### config.mk
export PLATFORM = sky130hd
export DESIGN_NAME = line_command_recognizer
export DESIGN_NICKNAME = d
export VERILOG_FILES = /design/src/rtl/lcr_pkg.sv /design/src/rtl/lcr_in_reg.sv /design/src/rtl/lcr_matcher.sv /design/src/rtl/lcr_out_reg.sv /design/src/rtl/line_command_recognizer.sv
export SDC_FILE = /design/constraint.sdc
export NUM_CORES = 1
export LEC_CHECK = 0
export ABC_AREA = 0
export BUFFER_PORTS_ARGS = -buffer_cell sky130_fd_sc_hd__buf_2
export CAP_MARGIN = 15
export CORE_UTILIZATION = 42
export DETAILED_ROUTE_END_ITERATION = 10
export PLACE_DENSITY = 0.6
export SYNTH_ARGS = -nofsm -noshare
export SYNTH_HDL_FRONTEND = slang
export SYNTH_SLANG_ARGS = --single-unit
### constraint.sdc
create_clock -name clk -period 2 [get_ports clk]
set_input_delay 0.2 -clock clk [delete_from_list [all_inputs] [get_ports clk]]
set_output_delay 0.2 -clock clk [all_outputs]
set_load 0.05 [all_outputs]
### src/rtl/lcr_pkg.sv
package lcr_pkg;

  localparam int LINE_MAX = 64;
  localparam int LEN_W = $clog2(LINE_MAX);

  localparam int PREFIX_LEN = 4;
  localparam int WORD_COUNT = 3;
  localparam int WORD_MAX = 5;

  localparam logic [7:0] CH_CR = 8'h0D;
  localparam logic [7:0] CH_LF = 8'h0A;

  localparam logic [1:0] CODE_NONE  = 2'd0;
  localparam logic [1:0] CODE_TOUCH = 2'd1;
  localparam logic [1:0] CODE_FEED  = 2'd2;
  localparam logic [1:0] CODE_SLEEP = 2'd3;

  localparam logic [PREFIX_LEN-1:0][7:0] PREFIX_CHARS = {",", "D", "M", "C"};

  // Word characters, first character in the lowest entry; unused entries are zero.
  localparam logic [WORD_COUNT-1:0][WORD_MAX-1:0][7:0] WORD_CHARS = {
    {"P", "E", "E", "L", "S"},
    {8'h00, "D", "E", "E", "F"},
    {"H", "C", "U", "O", "T"}
  };

  localparam logic [WORD_COUNT-1:0][2:0] WORD_LEN = {3'd5, 3'd4, 3'd5};

  localparam logic [WORD_COUNT-1:0][1:0] WORD_CMD = {CODE_SLEEP, CODE_FEED, CODE_TOUCH};

  typedef struct packed {
    logic       valid;
    logic [7:0] data;
  } byte_item_t;

  typedef struct packed {
    logic       load;
    logic [1:0] command;
  } line_result_t;

endpackage

### src/rtl/lcr_in_reg.sv
module lcr_in_reg
  import lcr_pkg::*;
(
  input  logic       clk,
  input  logic       rst,
  input  logic       s_tvalid,
  output logic       s_tready,
  input  logic [7:0] s_tdata,
  input  logic       take,
  output byte_item_t item
);

  logic       valid;
  logic [7:0] data;

  assign s_tready = !valid || take;
  assign item = '{valid: valid, data: data};

  always_ff @(posedge clk) begin
    if (rst) begin
      valid <= 1'b0;
    end else if (s_tready) begin
      valid <= s_tvalid;
    end
  end

  always_ff @(posedge clk) begin
    if (s_tvalid && s_tready) begin
      data <= s_tdata;
    end
  end

endmodule

### src/rtl/lcr_matcher.sv
module lcr_matcher
  import lcr_pkg::*;
(
  input  logic         clk,
  input  logic         rst,
  input  byte_item_t   item,
  input  logic         out_free,
  output logic         take,
  output line_result_t result
);

  logic [LEN_W-1:0]      line_length;
  logic [LEN_W-1:0]      line_length_next;
  logic [WORD_COUNT-1:0] match_alive;
  logic [WORD_COUNT-1:0] match_alive_next;
  logic                  is_cr;
  logic                  is_lf;
  logic [LEN_W-1:0]      word_pos;
  logic [1:0]            end_cmd;

  assign is_cr = (item.data == CH_CR);
  assign is_lf = (item.data == CH_LF);

  // A newline needs room in the result register; other bytes never wait.
  assign take = item.valid && (!is_lf || out_free);

  assign result.load = take && is_lf;
  assign result.command = end_cmd;

  assign word_pos = line_length - LEN_W'(PREFIX_LEN);

  always_comb begin
    end_cmd = CODE_NONE;
    for (int k = 0; k < WORD_COUNT; k++) begin
      if (match_alive[k] && line_length == LEN_W'(PREFIX_LEN) + LEN_W'(WORD_LEN[k])) begin
        end_cmd = WORD_CMD[k];
      end
    end
  end

  always_comb begin
    line_length_next = line_length;
    match_alive_next = match_alive;
    if (is_lf) begin
      line_length_next = '0;
      match_alive_next = '1;
    end else if (!is_cr && line_length < LEN_W'(LINE_MAX - 1)) begin
      line_length_next = line_length + 1'b1;
      for (int k = 0; k < WORD_COUNT; k++) begin
        if (line_length < LEN_W'(PREFIX_LEN)) begin
          if (item.data != PREFIX_CHARS[line_length[1:0]]) begin
            match_alive_next[k] = 1'b0;
          end
        end else if (word_pos >= LEN_W'(WORD_LEN[k])) begin
          match_alive_next[k] = 1'b0;
        end else if (item.data != WORD_CHARS[k][word_pos[2:0]]) begin
          match_alive_next[k] = 1'b0;
        end
      end
    end
  end

  always_ff @(posedge clk) begin
    if (rst) begin
      line_length <= '0;
      match_alive <= '1;
    end else if (take) begin
      line_length <= line_length_next;
      match_alive <= match_alive_next;
    end
  end

endmodule

### src/rtl/lcr_out_reg.sv
module lcr_out_reg
  import lcr_pkg::*;
(
  input  logic         clk,
  input  logic         rst,
  input  line_result_t result,
  output logic         out_free,
  output logic         m_tvalid,
  input  logic         m_tready,
  output logic [7:0]   m_tdata
);

  logic       valid;
  logic [1:0] command;

  assign out_free = !valid || m_tready;
  assign m_tvalid = valid;
  assign m_tdata = {6'b0, command};

  always_ff @(posedge clk) begin
    if (rst) begin
      valid <= 1'b0;
    end else if (out_free) begin
      valid <= result.load;
    end
  end

  always_ff @(posedge clk) begin
    if (result.load) begin
      command <= result.command;
    end
  end

endmodule

### src/rtl/line_command_recognizer.sv
// Line command recognizer.
// Received serial bytes enter on the s_ stream channel, one byte per transfer.
// Carriage returns are ignored; any other byte except newline is a character
// of the current line. A newline ends the line and produces one transfer on
// the m_ channel carrying the command: 0 none, 1 TOUCH, 2 FEED, 3 SLEEP, for
// the exact lines "CMD,TOUCH", "CMD,FEED" and "CMD,SLEEP".
// A newline held in the input register moves into the result register, which
// drives m_tvalid, once the result register is empty or m_tready is high.
// The block takes one byte per cycle while no newline waits for the result
// register; the match update between the two registers is combinational.
// When the receiver holds m_tready low, the result stays registered; further
// ordinary characters still flow, and the next newline waits in the input
// register, which then stops s_tready until the result is taken.
// Reset (rst, synchronous) empties both registers and starts a fresh line.
module line_command_recognizer
  import lcr_pkg::*;
(
  input  logic       clk,
  input  logic       rst,
  input  logic       s_tvalid,
  output logic       s_tready,
  input  logic [7:0] s_tdata,   // [7:0] rx_byte
  output logic       m_tvalid,
  input  logic       m_tready,
  output logic [7:0] m_tdata    // [1:0] command, [7:2] zero
);

  byte_item_t   item;
  line_result_t result;
  logic         take;
  logic         out_free;

  lcr_in_reg u_in_reg (
    .clk      (clk),
    .rst      (rst),
    .s_tvalid (s_tvalid),
    .s_tready (s_tready),
    .s_tdata  (s_tdata),
    .take     (take),
    .item     (item)
  );

  lcr_matcher u_matcher (
    .clk      (clk),
    .rst      (rst),
    .item     (item),
    .out_free (out_free),
    .take     (take),
    .result   (result)
  );

  lcr_out_reg u_out_reg (
    .clk      (clk),
    .rst      (rst),
    .result   (result),
    .out_free (out_free),
    .m_tvalid (m_tvalid),
    .m_tready (m_tready),
    .m_tdata  (m_tdata)
  );

endmodule

# Word level (Yosys, flattened, before mapping)
# Memory sizes are Yosys's and may differ from the RTL's.
# Cells that the tools add are included.
# totals
ff_bits	21
latchBits	0
ramBits	0
romBits	192
inputBits	12
output_inout_bits	10
word_cells	73
memories	3
# classes
add_sub_neg	2
n_mul	0
div_mod_pow	0
n_lt_le_gt_ge	6
n_eq_ne	9
n_shift	0
muxes	21
bitwise	0
n_reduce_logical	23
# memory_table
name	words	width	read_ports	rd_clocked_by_memory_dff	wr	line_no	source
(name not given)	8	8	1	0	0	lcr_matcher.sv:56	end else if (item.data != WORD_CHARS[k][word_pos[2:0]]) begin
(name not given)	8	8	1	0	0	lcr_matcher.sv:56	
(name not given)	8	8	1	0	0	lcr_matcher.sv:56	
# op_table
op	count
two-way mux 8 bit	4
inequality test 8 bit	4
binary-select mux 8 bit (select 2 bit)	1
equality test 8 x 4 -> 1 bit (second input constant)	2
equality test 6 x 4 -> 1 bit (second input constant)	2
greater-or-equal comparator 6 x 3 -> 1 bit (second input constant)	2
two-way mux 1 bit	12
two-way mux 6 bit	2
AND reduction 4 bit	3
nonzero test 4 bit	3
logical AND 1 bit	7
adder 6 x 1 -> 6 bit (second input constant)	1
less-than comparator 6 x 3 -> 1 bit (second input constant)	1
less-than comparator 6 bit (second input constant)	1
two-way mux 3 bit	2
subtractor 6 x 3 -> 6 bit (second input constant)	1
logical NOT 1 bit	4
less-than comparator 3 x 4 -> 1 bit (second input constant)	1
logical OR 1 bit	3
less-than comparator 2 x 3 -> 1 bit (second input constant)	1
inequality test 3 x 2 -> 1 bit (second input constant)	1
AND reduction 2 bit	1
nonzero test 2 bit	1
OR reduction 2 bit	1

# Longest topological paths before layout
# depth
depth_word	9
depth_mapped	8

# Hierarchy
# A second synthesis with hierarchy kept.
# unflattened
hier_cells	168
hier_area_um2	1508.9
# modules_own_cells
mod	instances	cells_per_inst	area_each_um2	seq_area_each_um2
lcr_matcher	1	141	1051.0	180.2
lcr_in_reg	1	14	302.8	260.2
lcr_out_reg	1	13	155.1	80.1

# Worst setup path before layout
# OpenSTA, ideal clock, no wires.
# synth_path
kind	flip-flop to flip-flop
from	register u_matcher.line_length[0]
to	register u_matcher.match_alive[2]
arrival_ns	1.899
setup_slack_ns	0.039
stages_incl_launch_ff	9
path_buffers	1
cell_sequence	dfxtp_1 inv_1 ha_1 buf_2 nor4_1 a31o_2 a21oi_1 or4b_1 nand3_1
# synth_via
elab_chain_cells	6
# synth_rtl
element	line_no	source
start, declared	lcr_matcher.sv:12	logic [LEN_W-1:0] line_length;
start signal, assigned	lcr_matcher.sv:68	line_length <= line_length_next;
subtractor 6 x 3 -> 6 bit	lcr_matcher.sv:30	assign word_pos = line_length - LEN_W'(PREFIX_LEN);
memory (8 x 8 bit) or greater-or-equal comparator 6 x 3 -> 1 bit (tied branches)	n/a	
two-way mux 8 bit (implied by the code) or two-way mux 1 bit (tied branches)	lcr_matcher.sv:56, lcr_matcher.sv:54	
inequality test 8 bit or two-way mux 1 bit (tied branches)	lcr_matcher.sv:56, lcr_matcher.sv:50	
nonzero test 4 bit (no line) or two-way mux 3 bit (tied branches)	n/a	
AND reduction 4 bit (no line) or two-way mux 3 bit (tied branches)	n/a	
end signal, assigned	lcr_matcher.sv:69	match_alive <= match_alive_next;
end, declared	lcr_matcher.sv:14	logic [WORD_COUNT-1:0] match_alive;
# Several ways; a longest one is shown, not always the timed one. The select of a mux whose other input is x is not followed.
# A chain may end at the register's enable or synchronous reset.

# Worst setup path in the final report
# layout_path
from	register u_matcher.line_length[0]
to	register u_matcher.match_alive[0]
# Same word-level chain as after synthesis.

==> impl_metrics.json <==
{
  "tns_ps": 0,
  "critical_path_class": "reg -> reg",
  "clk_pin_slew_worst_paths_ps": 120,
  "cp_data_arrival_time_ps": 2160,
  "grt_usage": 0.191,
  "leakagePower_nw": 0.665,
  "synth.cell_area_mm2": 0.00150,
  "p_seq_frac": 0.554,
  "die_area_mm2": 0.00381,
  "synth.top_cells.by_area": "edfxtp_1, dfxtp_1, ha_1, a21oi_1, xnor2_1",
  "yosys.area.top_type_share": 0.200,
  "max_slew.worst_pin.slew_ps": 740,
  "area_growth_pct": 14.6,
  "place_area_mm2": 0.00167,
  "cts-root-buf": "clkbuf_4",
  "wire_per_inst_um": 13.6,
  "place_inst": 231,
  "stdcell_count": 236,
  "ant_nets": 0,
  "syn_inst": 163,
  "cts-buffers-inserted": 3,
  "grt_overflow_total": 0,
  "ys_seq_elements": 21,
  "utilization": 0.507,
  "dp_hpwl_mm": 2.59,
  "drtIter0Drc": 83,
  "insertion_delay_ps": 300,
  "drv_slew": 0,
  "status": "finished clean",
  "cp_slowest_cell": "or4b_1",
  "pwr-share-clk": 0.230,
  "setup_viol": 0,
  "fin_total_pwr_w": 0.000894,
  "relSlewSlack": 0.504,
  "grt_pass1_vias": 1214,
  "synthFlopType": "dfxtp_1",
  "clockBufferDepth": 2,
  "power_density_mw_per_mm2": 520,
  "avgSynthCellArea_um2": 9.20,
  "grt_pass1_wl_mm": 5.30,
  "io_pins": 22,
  "startpoint_type": "flop",
  "place_congestion": 0.920,
  "die_y_um": 61.7,
  "first_pass_iters": 4,
  "p_int_w": 0.000630,
  "synthArstFlopShare": 0,
  "start_util": 0.442,
  "fin_crit_sh": 0.953,
  "crit_chain": "buf_4, ha_1, nand2b_1, o32ai_1, a21oi_1, or4b_1, nand3_1",
  "worst_hold_path_type": "in -> reg",
  "clock_sinks": 21,
  "drive_gt1_frac": 0.258,
  "max_stage_delay_ps": 530,
  "grt_antenna_before_repair": 0,
  "switchingPower_w": 0.000264,
  "drc": 0,
  "maxCapViolCount": 0,
  "cp_max_fo": 4,
  "port_buffers": 15,
  "ys_warn_count": 0,
  "swShare": 0.295,
  "die_x_um": 61.7,
  "vias_per_cell": 5.43,
  "hold_violations": 0,
  "final_net_count": 212,
  "htree_levels": 1,
  "period_minus_slack_ps": 1910,
  "drt_wl_total_mm": 3.21,
  "antennaDiodeCount": 0,
  "rows": 21,
  "max_freq_mhz": 524,
  "synth_edf_count": 10,
  "grt_max_degree": 19,
  "core_area_mm2": 0.00339,
  "tritoncts": "built",
  "final_cell_mix": "a21oi_1, buf_4, buf_2",
  "critPathTopFamily": "simple AND/OR/NAND/NOR gates",
  "vias": 1282,
  "combPwrFrac": 0.216,
  "critPathRequiredTime_ps": 2260,
  "synth_cell_types": 48,
  "cts_hold_buffers": 0,
  "ir_drop_mv": 0.439,
  "postLayoutCellArea_mm2": 0.00172,
  "nFillCells": 311,
  "ys_seq_area_frac": 0.347,
  "cp-end-kind": "flop",
  "finClkSkew_ps": 4.35,
  "yosysTopAreaCell": "edfxtp_1",
  "crit_buf_inv": 1
}
-- stage by stage --
stage	hold slack, ps	worst slack, ps
floorplan	269	39.3
global placement	377	107
detailed placement	378	53.6
CTS	41.3	6.41
global route	41.2	-12.9
finish	63.1	93.0
-- final timing paths --
path | startpoint | endpoint | cells after the start | slack [ps]
max reg2reg | u_matcher.line_length[0] | u_matcher.match_alive[0] | 7 | 90
max | u_matcher.line_length[0] | u_matcher.match_alive[0] | 7 | 90
min reg2reg | u_matcher.match_alive[1] | u_matcher.match_alive[1] | 2 | 530
min | s_tdata[2] | u_in_reg.data[2] | 1 | 60
-- cells by family (layout without fill, tap and decap cells) --
kind of cell / count (synthesis) / after routing / synth area share
adders and majority gates: 9 / 9 / 0.0751
and+or+nand+nor: 64 / 64 / 0.266
AOI/OAI and AO/OA: 37 / 37 / 0.168
DFF: 21 / 21 / 0.347
buffers and inverters: 22 / 44 / 0.0885
other: 1 / 6 / 0.00250
xor gates and xnor gates: 9 / 9 / 0.0526
-- sequential cells by signal (all words and copies together) (netlist names) --
name                   count
u_in_reg.data              8
u_in_reg.valid             1
u_matcher.line_length      6
u_matcher.match_alive      3
u_out_reg.command          2
u_out_reg.m_tvalid         1
-- cell usage after synthesis (all sizes together) (2+ instances only) --
master	n
a21oi	17
a31oi	2
or3	4
nand3b	2
nor4	3
nand2b	3
a2111oi	2
nor3	3
xor2	3
inv	8
a32oi	2
or4b	2
nand3	8
xnor2	6
nor3b	3
o21ai	7
nand4	3
and3b	2
or2b	2
buf	13
nand2	11
edfxtp	10
ha	9
dfxtp	11
nor2b	3
nor2	8
-- routing by layer --
layer | part of all wire | GRT usage
met4 | 0.015 | 0.0571
met2 | 0.51 | 0.343
met3 | 0.043 | 0.0559
met1 | 0.43 | 0.220
met5 | 0 | 0
-- power groups by stage --
stage / clock, W / combinational, W / sequential (W)
floorplan: 0 / 0.000147 / 0.000498
global placement: 0 / 0.000185 / 0.000503
detailed placement: 0 / 0.000189 / 0.000504
CTS: 0.000221 / 0.000189 / 0.000495
global route: 0.000227 / 0.000212 / 0.000499
finish: 0.000206 / 0.000193 / 0.000495
-- layout make-up --
class | instances | area, um2 | share of cell area
tap | 46 | 57.6 | 0.0335
clock inverter | 1 | 5.00 | 0.00291
multi-input combinational | 125 | 878 | 0.511
timing repair buffer | 32 | 203 | 0.118
inverter | 8 | 30.0 | 0.0175
sequential | 21 | 522 | 0.304
clock buffer | 3 | 22.5 | 0.0131
-- timing repair --
action / in CTS / in global routing
setup buffers: 0 / 1
resized for setup: 1 / 5
pin swaps: 1 / 2
endpoints found under the setup margin: 1 / 3
No activity file was read; power rests on OpenSTA's default activity.
